==> config.mk <==
export PLATFORM = sky130hd
export DESIGN_NAME = header_framed_packet_receiver_core
export DESIGN_NICKNAME = d
export VERILOG_FILES = /design/src/hw/rtl/hfpr_pkg.sv /design/src/hw/rtl/hfpr_ram.sv /design/src/hw/rtl/header_framed_packet_receiver_core.sv
export SDC_FILE = /design/constraint.sdc
export NUM_CORES = 1
export LEC_CHECK = 0
export BUFFER_PORTS_ARGS = -buffer_cell sky130_fd_sc_hd__buf_2
export CAP_MARGIN = 20
export CORE_UTILIZATION = 46
export DETAILED_ROUTE_END_ITERATION = 8
export SYNTH_ARGS = -nofsm -noshare
export SYNTH_HDL_FRONTEND = slang
export SYNTH_SLANG_ARGS = --single-unit
export TNS_END_PERCENT = 1
==> constraint.sdc <==
create_clock -name clk -period 6.89 [get_ports clk]
set_input_delay 0.3445 -clock clk [delete_from_list [all_inputs] [get_ports clk]]
set_output_delay 0.3445 -clock clk [all_outputs]
set_load 0.005 [all_outputs]
==> src/hw/rtl/hfpr_pkg.sv <==
// Shared constants for the header-framed packet receiver.
// No dependencies; imported by every module of the block.
`default_nettype none

package hfpr_pkg;

    localparam int BYTE_W          = 8;
    localparam int INDEX_W         = 4;
    localparam int SUM_W           = 12;
    localparam int PAYLOAD_LEN_DEF = 13;

    localparam logic [BYTE_W-1:0] HDR_FIRST  = 8'h42;
    localparam logic [BYTE_W-1:0] HDR_SECOND = 8'h52;

endpackage

`default_nettype wire

==> src/hw/rtl/hfpr_ram.sv <==
// Simple dual-port payload store: one write port, one registered read port.
// Depends on hfpr_pkg for the default data width.
`default_nettype none

module hfpr_ram
    import hfpr_pkg::*;
#(
    parameter int DEPTH  = PAYLOAD_LEN_DEF,
    parameter int WIDTH  = BYTE_W,
    parameter int ADDR_W = (DEPTH > 1) ? $clog2(DEPTH) : 1
)
(
    input  wire logic              clk,
    input  wire logic              wr_en,
    input  wire logic [ADDR_W-1:0] wr_addr,
    input  wire logic [WIDTH-1:0]  wr_data,
    input  wire logic              rd_en,
    input  wire logic [ADDR_W-1:0] rd_addr,
    output logic      [WIDTH-1:0]  rd_data
);

    logic [WIDTH-1:0] mem [DEPTH];

    always_ff @(posedge clk)
    begin
        if (wr_en)
        begin
            mem[wr_addr] <= wr_data;
        end
    end

    always_ff @(posedge clk)
    begin
        if (rd_en)
        begin
            rd_data <= mem[rd_addr];
        end
    end

endmodule

`default_nettype wire

==> src/hw/rtl/header_framed_packet_receiver_core.sv <==
// Top level of the header-framed packet receiver: framing FSM and output register.
// Depends on hfpr_pkg and hfpr_ram.
//
//  channel | handshake            | payload
//  --------+----------------------+-----------------------------------------------
//  input   | in_valid / in_ready  | rx_byte
//  output  | out_valid / out_ready| payload_byte, byte_index, last_of_frame, frame_sum
//
// Header bytes feed the framing FSM; payload bytes go straight to the store.
// The closing byte starts a read-out of PAYLOAD_LEN beats, one per cycle when the
// consumer is ready, through the registered read port; in_ready is low until the last
// beat has moved into the output register. Reset clears the control and output
// registers only; the store is not cleared, as every entry is written before it is read.
`default_nettype none

module header_framed_packet_receiver_core
    import hfpr_pkg::*;
#(
    parameter int PAYLOAD_LEN = PAYLOAD_LEN_DEF
)
(
    input  wire logic               clk,
    input  wire logic               rst_n,
    input  wire logic               in_valid,
    output logic                    in_ready,
    input  wire logic [BYTE_W-1:0]  rx_byte,
    output logic                    out_valid,
    input  wire logic               out_ready,
    output logic      [BYTE_W-1:0]  payload_byte,
    output logic      [INDEX_W-1:0] byte_index,
    output logic                    last_of_frame,
    output logic      [SUM_W-1:0]   frame_sum
);

    localparam int CNT_W  = $clog2(PAYLOAD_LEN + 1);
    localparam int ADDR_W = (PAYLOAD_LEN > 1) ? $clog2(PAYLOAD_LEN) : 1;
    localparam logic [CNT_W-1:0] LEN_C  = CNT_W'(PAYLOAD_LEN);
    localparam logic [CNT_W-1:0] LAST_C = CNT_W'(PAYLOAD_LEN - 1);

    typedef enum logic [1:0] {
        ST_HUNT,
        ST_HDR1,
        ST_RECV,
        ST_EMIT
    } state_t;

    state_t             state_reg;
    logic [CNT_W-1:0]   count_reg;
    logic [SUM_W-1:0]   sum_reg;
    logic [CNT_W-1:0]   rd_idx_reg;
    logic [CNT_W-1:0]   ld_idx_reg;
    logic               rd_pend_reg;
    logic               out_valid_reg;
    logic [BYTE_W-1:0]  payload_byte_reg;
    logic [INDEX_W-1:0] byte_index_reg;
    logic               last_reg;
    logic [SUM_W-1:0]   frame_sum_reg;

    logic               in_fire;
    logic               wr_en;
    logic               rd_issue;
    logic               out_load;
    logic [BYTE_W-1:0]  rd_data;
    logic [SUM_W-1:0]   sum_add;

    assign in_ready = (state_reg != ST_EMIT);
    assign in_fire  = in_valid && in_ready;
    assign wr_en    = in_fire && (state_reg == ST_RECV) && (count_reg != LEN_C);
    assign out_load = rd_pend_reg && (!out_valid_reg || out_ready);
    assign rd_issue = (state_reg == ST_EMIT) && (rd_idx_reg != LEN_C)
                      && (!rd_pend_reg || out_load);
    assign sum_add  = sum_reg + SUM_W'(rx_byte);

    hfpr_ram #(
        .DEPTH  (PAYLOAD_LEN),
        .WIDTH  (BYTE_W),
        .ADDR_W (ADDR_W)
    ) u_store (
        .clk     (clk),
        .wr_en   (wr_en),
        .wr_addr (count_reg[ADDR_W-1:0]),
        .wr_data (rx_byte),
        .rd_en   (rd_issue),
        .rd_addr (rd_idx_reg[ADDR_W-1:0]),
        .rd_data (rd_data)
    );

    always_ff @(posedge clk or negedge rst_n)
    begin
        if (!rst_n)
        begin
            state_reg        <= ST_HUNT;
            count_reg        <= '0;
            sum_reg          <= '0;
            rd_idx_reg       <= '0;
            ld_idx_reg       <= '0;
            rd_pend_reg      <= 1'b0;
            out_valid_reg    <= 1'b0;
            payload_byte_reg <= '0;
            byte_index_reg   <= '0;
            last_reg         <= 1'b0;
            frame_sum_reg    <= '0;
        end
        else
        begin
            unique case (state_reg)
                ST_HUNT:
                begin
                    if (in_fire && (rx_byte == HDR_FIRST))
                    begin
                        sum_reg   <= SUM_W'(rx_byte);
                        state_reg <= ST_HDR1;
                    end
                end
                ST_HDR1:
                begin
                    if (in_fire)
                    begin
                        if (rx_byte == HDR_SECOND)
                        begin
                            sum_reg   <= sum_add;
                            count_reg <= '0;
                            state_reg <= ST_RECV;
                        end
                        else
                        begin
                            state_reg <= ST_HUNT;
                        end
                    end
                end
                ST_RECV:
                begin
                    if (in_fire)
                    begin
                        if (count_reg != LEN_C)
                        begin
                            sum_reg   <= sum_add;
                            count_reg <= count_reg + 1'b1;
                        end
                        else
                        begin
                            rd_idx_reg <= '0;
                            ld_idx_reg <= '0;
                            state_reg  <= ST_EMIT;
                        end
                    end
                end
                ST_EMIT:
                begin
                    if (rd_issue)
                    begin
                        rd_idx_reg <= rd_idx_reg + 1'b1;
                    end
                    if (out_load)
                    begin
                        ld_idx_reg <= ld_idx_reg + 1'b1;
                    end
                    if ((rd_idx_reg == LEN_C) && !rd_pend_reg)
                    begin
                        state_reg <= ST_HUNT;
                    end
                end
                default:
                begin
                    state_reg <= ST_HUNT;
                end
            endcase

            // hold the read data until it moves into the output register
            if (rd_issue)
            begin
                rd_pend_reg <= 1'b1;
            end
            else if (out_load)
            begin
                rd_pend_reg <= 1'b0;
            end

            if (out_load)
            begin
                out_valid_reg    <= 1'b1;
                payload_byte_reg <= rd_data;
                byte_index_reg   <= INDEX_W'(ld_idx_reg);
                last_reg         <= (ld_idx_reg == LAST_C);
                frame_sum_reg    <= sum_reg;
            end
            else if (out_ready)
            begin
                out_valid_reg <= 1'b0;
            end
        end
    end

    assign out_valid     = out_valid_reg;
    assign payload_byte  = payload_byte_reg;
    assign byte_index    = byte_index_reg;
    assign last_of_frame = last_reg;
    assign frame_sum     = frame_sum_reg;

endmodule

`default_nettype wire

==> reports/metrics.yaml, run 1 <==
clock_tree:
  cts_resized: 0
  clk_pin_slew_ns: 0.06
  cts-htree-levels: 4
  clkLatencyLatePin_ns: 0.43
  clock_path_buffers: 2
  cts_hold_buffers: 0
  cts_buffers: 17
  cts.sinks: 165
  cts_root_buf: "clkbuf_16"
  postCtsSetupBuffers: 0
  cts_tree: "built"
global_routing:
  grt_util_all_layers: 0.193
  grt_overflow: 0
  grt_max_degree: 54
  grt_pass1_wl_um: 22700
  first_global_vias: 3975
  antenna_found_initial: 0
die:
  core_area_um2: 15300
  fp.dieW_um: 127
  rows: 45
  start_util: 0.474
  die_area_um2: 16200
  dieHeight_um: 127
  io-pin-count: 39
power_and_ir_drop:
  clock_power_share: 0.306
  ir_drop_mv: 0.202
  p_sw_w: 0.000951
  power_frac_comb: 0.269
  switching_share: 0.305
  p_leak_nw: 3.00
  powerDensity_nw_per_um2: 378
  p_seq_frac: 0.425
  internal-power_w: 0.00217
critical_path:
  cp_max_fo: 25
  worstSetupEndpointType: "flip-flop"
  r2r_cells: 7
  crit_path_start: "rd_idx_reg[1]"
  arrival_ns: 3.41
  cp_common_cell: "nand3_1"
  critPathMaxStageDelay_ns: 1.07
  cp-endpoint: "rd_idx_reg[3]"
  critPathLaunchType: "flip-flop"
  r2r-start: "rd_idx_reg[1]"
  cp_num_buf_inv: 1
  crit_chain: "inv_1 > ha_1 > nand3_1 > and3_1 > o21ai_1 > or4_1 > nand3_1"
  crit_family: "simple AND/OR/NAND/NOR gates"
  required_ns: 7.26
  cp.depth: 7
  timing.rr.end: "rd_idx_reg[3]"
  slowest_stage: "dfrtp_1"
  reg2reg_slack_ns: 3.85
  crit_type: "flip-flop to flip-flop"
drt:
  wl_um: 14300
  drt_iter0_drc: 443
  first_pass_iters: 5
  num_vias: 4188
  post-route-drc-count: 0
  vias_per_cell: 5.55
  wire_per_inst_um: 18.9
  drtAntennaViolNets: 0
place:
  port_buffers: 38
  place_congestion: 0.804
  dp_hpwl_um: 9210
logic_synthesis:
  ys_types: 52
  syn_inst: 487
  synth_top_cell_by_area: "edfxtp_1"
  ys_ff_latch: 165
  synth.cell_area_um2: 7230
  avgSynthCellArea_um2: 14.8
  seq_area_frac_synth: 0.649
  synthTopCellsByArea: "edfxtp_1, dfrtp_1, mux4_2"
  post-synth-top-count-cell: "edfxtp_1"
  async_flop_share: 0.321
  synth_edf_count: 112
  synth_fp_nets: 521
  yosysTopAreaCellShare: 0.465
  synth.top_cells.by_count: "edfxtp_1, dfrtp_1, nand2_1"
  ys_warn_count: 0
  synth_flop_cell: "edfxtp_1"
cells_and_area:
  seq_area_um2: 4690
  antenna_cells: 0
  n_fill_cell: 1200
  multi_input_area_um2: 2380
  layout.nets: 565
  post-route-util: 0.541
  area_delta_synth_final_pct: 14.1
  layout-drive-gt1-share: 0.243
  largest_reg_flops: 104
sta:
  slew_violations: 0
  post-route-min-period_ns: 3.04
  clock.fmax_ghz: 0.329
  setup_viol: 0
  finalSetupTns_ns: 0
  rsz0062_at_grt: "no"
  min_period_over_period: 0.442
  worstMarginPinSlew_ns: 1.12
  fin_worst_skew_ns: 0.00654
  slew_headroom: 0.256
  finalHoldViolations: 0
status:
  status: "complete, no violations"
worst_hold_path:
  hold_path.class: "input port to asynchronous set/reset pin"
flow_run:
  cap_viol_max_count: 0
-- cell type report --
class | instances | area share
clock buffers | 17 | 0.0516
clock inverters | 15 | 0.0205
inverters | 20 | 0.00910
multi-input cells | 281 | 0.288
flip-flops and latches | 165 | 0.568
well taps | 211 | 0.0320
repair buffers | 46 | 0.0303
-- per-stage QoR --
step / hold WS (ns) / total power, W / setup slack (ns) / cells / instance area, um2
after CTS: 0.0540 / 0.00314 / 3.81 / 753 / 8230
after global routing: 0.0961 / 0.00329 / 3.65 / 755 / 8250
final: 0.0368 / 0.00312 / 3.85 / 755 / 8250
after floorplan: 0.0489 / 0.00194 / 4.46 / 487 / 7230
after global placement: 0.459 / 0.00217 / 3.96 / 719 / 7620
after detailed placement: 0.466 / 0.00219 / 3.83 / 721 / 7640
-- layout by cell type (no fill, tap or decap), drive strengths merged, types with 7 or more instances in the layout --
cell	Yosys	routed
mux2	21	21
mux2i	12	12
a21oi	12	12
nor3	7	7
inv	20	26
dfrtp	53	53
nand2	40	40
ha	21	21
a211oi	7	7
o21ai	26	26
nor2	27	27
nand3	13	13
clkbuf	16	19
mux4	29	29
edfxtp	112	112
buf	5	44
nand2b	7	7
-- per-layer routing --
layer	wire [um]	up-vias	global-route usage
li1	-	1944	-
met1	6540	2120	0.268
met2	6910	105	0.300
met3	633	19	0.0402
met4	222	0	0.0735
met5	0	-	0
-- how the worst min path moves through the flow --
stage	slack [ns]	end	depth (start not counted)
after floorplan	0.05	asynchronous set/reset pin	0
after global placement	0.46	frame_sum[11]	2
after detailed placement	0.47	frame_sum[1]	2
after CTS	0.05	byte_index[3]	2
after global routing	0.1	last_of_frame	2
final	0.04	byte_index[3]	2
-- power by group through the flow --
stage	clock [W]	sequential, W	combinational, W
after global placement	0	0.00134	0.000831
after floorplan	0	0.00129	0.000654
after global routing	0.00101	0.00135	0.000939
final	0.000953	0.00133	0.000839
after detailed placement	0	0.00135	0.000844
after CTS	0.000968	0.00133	0.000847
-- logic make-up after synthesis --
logic type | count (synthesis) | share of synthesized area
multiplexers | 62 | 0.140
AO/OA/AOI/OAI | 75 | 0.0663
AND/OR/NAND/NOR | 121 | 0.0824
XOR/XNOR | 1 | 0.00121
flip-flops | 165 | 0.649
buffers and inverters | 41 | 0.0225
adder cells (fa/ha/maj) | 22 | 0.0391
No activity file was read; power rests on OpenSTA's default activity.
==> run 2: changes to the inputs <==
PLACE_DENSITY = 0.65   (was not set)
clock period = 2.6 ns   (was 6.89 ns; I/O delays follow)
==> reports/metrics.yaml, run 2 (synthesis gave the netlist of run 1 again) <==
sta:
  min_period_over_period: 0.903
  fin_worst_skew_ns: 0.00709
  setup_viol: 0
  finalSetupTns_ns: 0
  slew_violations: 0
  finalHoldViolations: 0
  slew_headroom: 0.522
  fin_hold_ws_ns: 0.0949
  worstMarginPinSlew_ns: 0.716
  post-route-min-period_ns: 2.35
  rsz0062_at_grt: "no"
  clock.fmax_ghz: 0.426
global_routing:
  grt_overflow: 0
  antenna_found_initial: 0
  grt_max_degree: 33
  first_global_vias: 4166
  grt_pass1_wl_um: 22800
  grt_util_all_layers: 0.193
clock_tree:
  postCtsSetupBuffers: 0
  cts_root_buf: "clkbuf_16"
  cts_tree: "built"
  cts_resized: 0
  clk_pin_slew_ns: 0.07
  clkLatencyLatePin_ns: 0.42
  cts_buffers: 17
  cts.sinks: 165
  clock_path_buffers: 2
  cts-htree-levels: 4
critical_path:
  reg2reg_slack_ns: 0.25
  required_ns: 2.91
  slowest_stage: "dfrtp_1"
  worstSetupEndpointType: "flip-flop"
  crit_chain: "inv_1 > ha_1 > buf_4 > inv_1 > o22ai_1 > a211oi_2 > buf_4 > nand4_1 > o311ai_0"
  cp_num_buf_inv: 4
  critPathMaxStageDelay_ns: 0.40
  cp_max_fo: 20
  crit_family: "buffers and inverters"
  crit_type: "flip-flop to flip-flop"
  arrival_ns: 2.65
  critPathLaunchType: "flip-flop"
power_and_ir_drop:
  p_leak_nw: 3.13
  ir_drop_mv: 0.521
  powerDensity_nw_per_um2: 992
status:
  status: "complete, no violations"
cells_and_area:
  multi_input_area_um2: 2380
  seq_area_um2: 4690
  layout-drive-gt1-share: 0.267
  layout.nets: 587
  area_delta_synth_final_pct: 17.1
  largest_reg_flops: 104
  final_cell_mix: "edfxtp_1, dfrtp_1, nand2_1, buf_2, mux4_2"
  layout.cells.most_common: "edfxtp_1"
  antenna_cells: 0
  n_fill_cell: 1215
place:
  place_congestion: 0.821
  port_buffers: 38
  dp_hpwl_um: 9550
drt:
  post-route-drc-count: 0
  drtAntennaViolNets: 0
  drt_iter0_drc: 272
  wire_per_inst_um: 18.4
  first_pass_iters: 4
  vias_per_cell: 5.40
  wl_um: 14300
  num_vias: 4192
die:
  die_area_um2: 16200
  io-pin-count: 39
  rows: 45
  fp.dieW_um: 127
  core_area_um2: 15300
  start_util: 0.474
  dieHeight_um: 127
flow_run:
  cap_viol_max_count: 0
worst_hold_path:
  hold_path.class: "input port to flip-flop"
==> run 2: cell types whose count changed in the layout (fill, tap and decap cells not counted) <==
cell	change
bufinv_16	+1
clkbuf_1	+1
clkinv_2	-1
clkinv_4	-2
buf_4	+20
dlygate4sd3_1	+2
clkbuf_4	-2
buf_12	+2
inv_8	+1
==> run 2: metal layers <==
layer | vias up | routed length [um] | track usage
li1 | 1988 | - | -
met1 | 2084 | 6150 | 0.265
met2 | 105 | 6990 | 0.313
met3 | 15 | 902 | 0.0310
met4 | 0 | 220 | 0.0735
met5 | - | 0 | 0
==> run 2: worst paths after layout <==
path / from / end / depth (start not counted)
max: state_reg[0] / sum_reg[10] / 9
max in group asynchronous: rst_n / payload_byte[0] / 3
min reg2reg: u_store.rd_data[6] / payload_byte[6] / 1
max reg2reg: state_reg[0] / sum_reg[10] / 9
min in group asynchronous: rst_n / frame_sum[11] / 2
min: rx_byte[0] / u_store.mem[11][0] / 1
==> run 2: power breakdown <==
part	total [W]	internal, W	switching, W
sequential	0.00341	0.00317	0.000244
combinational	0.00239	0.00119	0.00120
clock	0.00260	0.00154	0.00106
==> run 2: metrics by stage <==
| stage | utilization | power (W) | setup slack, ns | instance area [um2] | instances |
|---|---|---|---|---|---|
| 3_5_place_dp | 0.513 | 0.00588 | 0.268 | 7830 | 743 |
| 2_1_floorplan | - | 0.00514 | 0.174 | 7230 | 487 |
| 5_1_grt | 0.555 | 0.00889 | 0.0475 | 8470 | 777 |
| 4_1_cts | 0.555 | 0.00849 | 0.239 | 8470 | 777 |
| 6_report | 0.555 | 0.00840 | 0.251 | 8470 | 777 |
| 3_3_place_gp | 0.513 | 0.00580 | 0.416 | 7830 | 743 |
==> run 2: area by class of cell <==
class / instances / share of cell area
clock buffer: 18 / 0.0507
multi-input combinational: 281 / 0.281
sequential: 165 / 0.554
clock inverter: 14 / 0.0222
timing repair buffer: 68 / 0.0526
inverter: 20 / 0.00887
tap: 211 / 0.0312
==> run 2: what timing repair did <==
item | 4_1_cts | 5_1_grt
setup endpoints to repair | 0 | 0
endpoints found under the hold margin | 32 | 0
hold buffers | 2 | 0
==> run 3: changes to the inputs <==
SYNTH_HIERARCHICAL = 1   (was not set)
==> reports/metrics.yaml, run 3 <==
sta:
  min_period_over_period: 0.908
  rsz0062_at_grt: "no"
  slew_headroom: 0.464
  finalSetupTns_ns: 0
  fin_worst_skew_ns: 0.00616
  fin_hold_ws_ns: 0.0622
  setup_viol: 0
  finalHoldViolations: 0
  worstMarginPinSlew_ns: 0.805
  slew_violations: 0
  post-route-min-period_ns: 2.36
  clock.fmax_ghz: 0.423
critical_path:
  required_ns: 2.73
  arrival_ns: 2.49
  cp_max_fo: 8
  worstSetupEndpointType: "flip-flop"
  r2r_cells: 6
  crit_type: "flip-flop to flip-flop"
  critPathLaunchType: "flip-flop"
cells_and_area:
  final_cells: 744
  layout.cells.most_common: "edfxtp_1"
  largest_reg_flops: 104
  layout.nets: 575
  final_cell_mix: "edfxtp_1, dfrtp_1, buf_2, nor2_1, buf_4"
  antenna_cells: 0
  layout-drive-gt1-share: 0.261
  post-route-util: 0.549
  postLayoutCellArea_um2: 8340
  area_delta_synth_final_pct: 16.1
clock_tree:
  cts-htree-levels: 4
  cts_buffers: 17
  cts_resized: 0
  cts_root_buf: "clkbuf_16"
  cts_tree: "built"
  cts.sinks: 165
  clock_path_buffers: 2
  postCtsSetupBuffers: 0
  clkLatencyLatePin_ns: 0.42
  clk_pin_slew_ns: 0.06
place:
  placed_cell_area_um2: 7720
  place_congestion: 0.807
  dp_hpwl_um: 10100
  placedCellCount: 711
  port_buffers: 38
global_routing:
  grt_overflow: 0
  grt_max_degree: 37
  grt_util_all_layers: 0.197
  first_global_vias: 4021
  antenna_found_initial: 0
  grt_pass1_wl_um: 22800
flow_run:
  cap_viol_max_count: 0
die:
  core_area_um2: 15200
  fp.dieW_um: 127
  start_util: 0.472
  dieHeight_um: 127
  rows: 45
  io-pin-count: 39
  die_area_um2: 16100
logic_synthesis:
  synth.top_cells.by_count: "edfxtp_1, dfrtp_1, nor2_1"
  seq_area_frac_synth: 0.653
  async_flop_share: 0.321
  synth_edf_count: 112
  ys_ff_latch: 165
  synth_top_cell_by_area: "edfxtp_1"
  synth_flop_cell: "edfxtp_1"
  synthTopCellsByArea: "edfxtp_1, dfrtp_1, mux4_2"
  synth_fp_nets: 502
  syn_inst: 470
  avgSynthCellArea_um2: 15.3
  ys_types: 52
  ys_warn_count: 6
  yosysTopAreaCellShare: 0.468
  post-synth-top-count-cell: "edfxtp_1"
  synth.cell_area_um2: 7180
drt:
  vias_per_cell: 5.50
  first_pass_iters: 5
  wire_per_inst_um: 19.7
  drtAntennaViolNets: 0
  post-route-drc-count: 0
  wl_um: 14700
  drt_iter0_drc: 379
  num_vias: 4091
power_and_ir_drop:
  ir_drop_mv: 0.462
  powerDensity_nw_per_um2: 865
  p_leak_nw: 3.36
worst_hold_path:
  hold_path.class: "input port to flip-flop"
  whs_path_depth: 3
status:
  status: "complete, no violations"
==> run 3: cells by family (layout without fill, tap and decap cells) <==
| group | count (synthesis) | in the layout | share of synthesized area |
|---|---|---|---|
| buffers and inverters | 32 | 118 | 0.0251 |
| muxes | 60 | 60 | 0.133 |
| and+or+nand+nor | 106 | 106 | 0.0718 |
| adders and majority gates | 20 | 20 | 0.0359 |
| DFF | 165 | 165 | 0.653 |
| xor gates and xnor gates | 7 | 7 | 0.00854 |
| AOI/OAI and AO/OA | 80 | 80 | 0.0725 |
==> run 3: what timing repair did <==
| action | 4_1_cts | 5_1_grt |
|---|---|---|
| setup endpoints to repair | 0 | 0 |
| hold buffers | 1 | 0 |
| endpoints found under the hold margin | 35 | 0 |
==> run 3: final timing paths <==
path,slack [ns],end,startpoint
min in group asynchronous,0.33,payload_byte[1],rst_n
setup / recovery,0.24,u_store/mem[0][0],state_reg[0]
max in group asynchronous,1.50,ld_idx_reg[1],rst_n
setup reg to reg,0.24,u_store/mem[0][0],state_reg[0]
hold / removal,0.06,out_valid,out_ready
hold reg to reg,0.47,payload_byte[0],u_store/rd_data[0]
==> run 3: critical path, stage by stage (launching register included) <==
cell	delay [ns]
dfrtp_1	0.41
ha_1	0.26
nand2b_1	0.26
nor2_1	0.27
or3b_2	0.53
nor3_2	0.14
buf_4	0.20
==> run 3: final cells by class <==
type | instances | area, um2
Fill cell | 1229 | 6860
Sequential cell | 165 | 4690
Multi-Input combinational cell | 273 | 2320
Clock buffer | 21 | 460
Timing Repair Buffer | 69 | 425
Tap cell | 188 | 235
Clock inverter | 11 | 149
Inverter | 17 | 63.8
==> run 3: power by group <==
group          internal, W  leakage, nW  switching, W
Combinational     0.000678         1.38      0.000832
Clock              0.00157        0.304       0.00102
Sequential         0.00300         1.68      0.000123
Total              0.00524         3.36       0.00197
==> run 3: per-stage QoR <==
stage | setup WS (ns) | power [W]
after global routing | 0.130 | 0.00757
final | 0.239 | 0.00722
after CTS | 0.255 | 0.00727
after detailed placement | 0.264 | 0.00469
after global placement | 0.323 | 0.00464
after floorplan | 0.126 | 0.00427
==> run 3: metal layers <==
| metal | track usage | part of all wire | vias up |
|---|---|---|---|
| li1 | - | - | 1948 |
| met1 | 0.272 | 0.46 | 2016 |
| met2 | 0.300 | 0.46 | 106 |
| met3 | 0.0519 | 0.057 | 21 |
| met4 | 0.0784 | 0.020 | 0 |
| met5 | 0 | 0 | - |
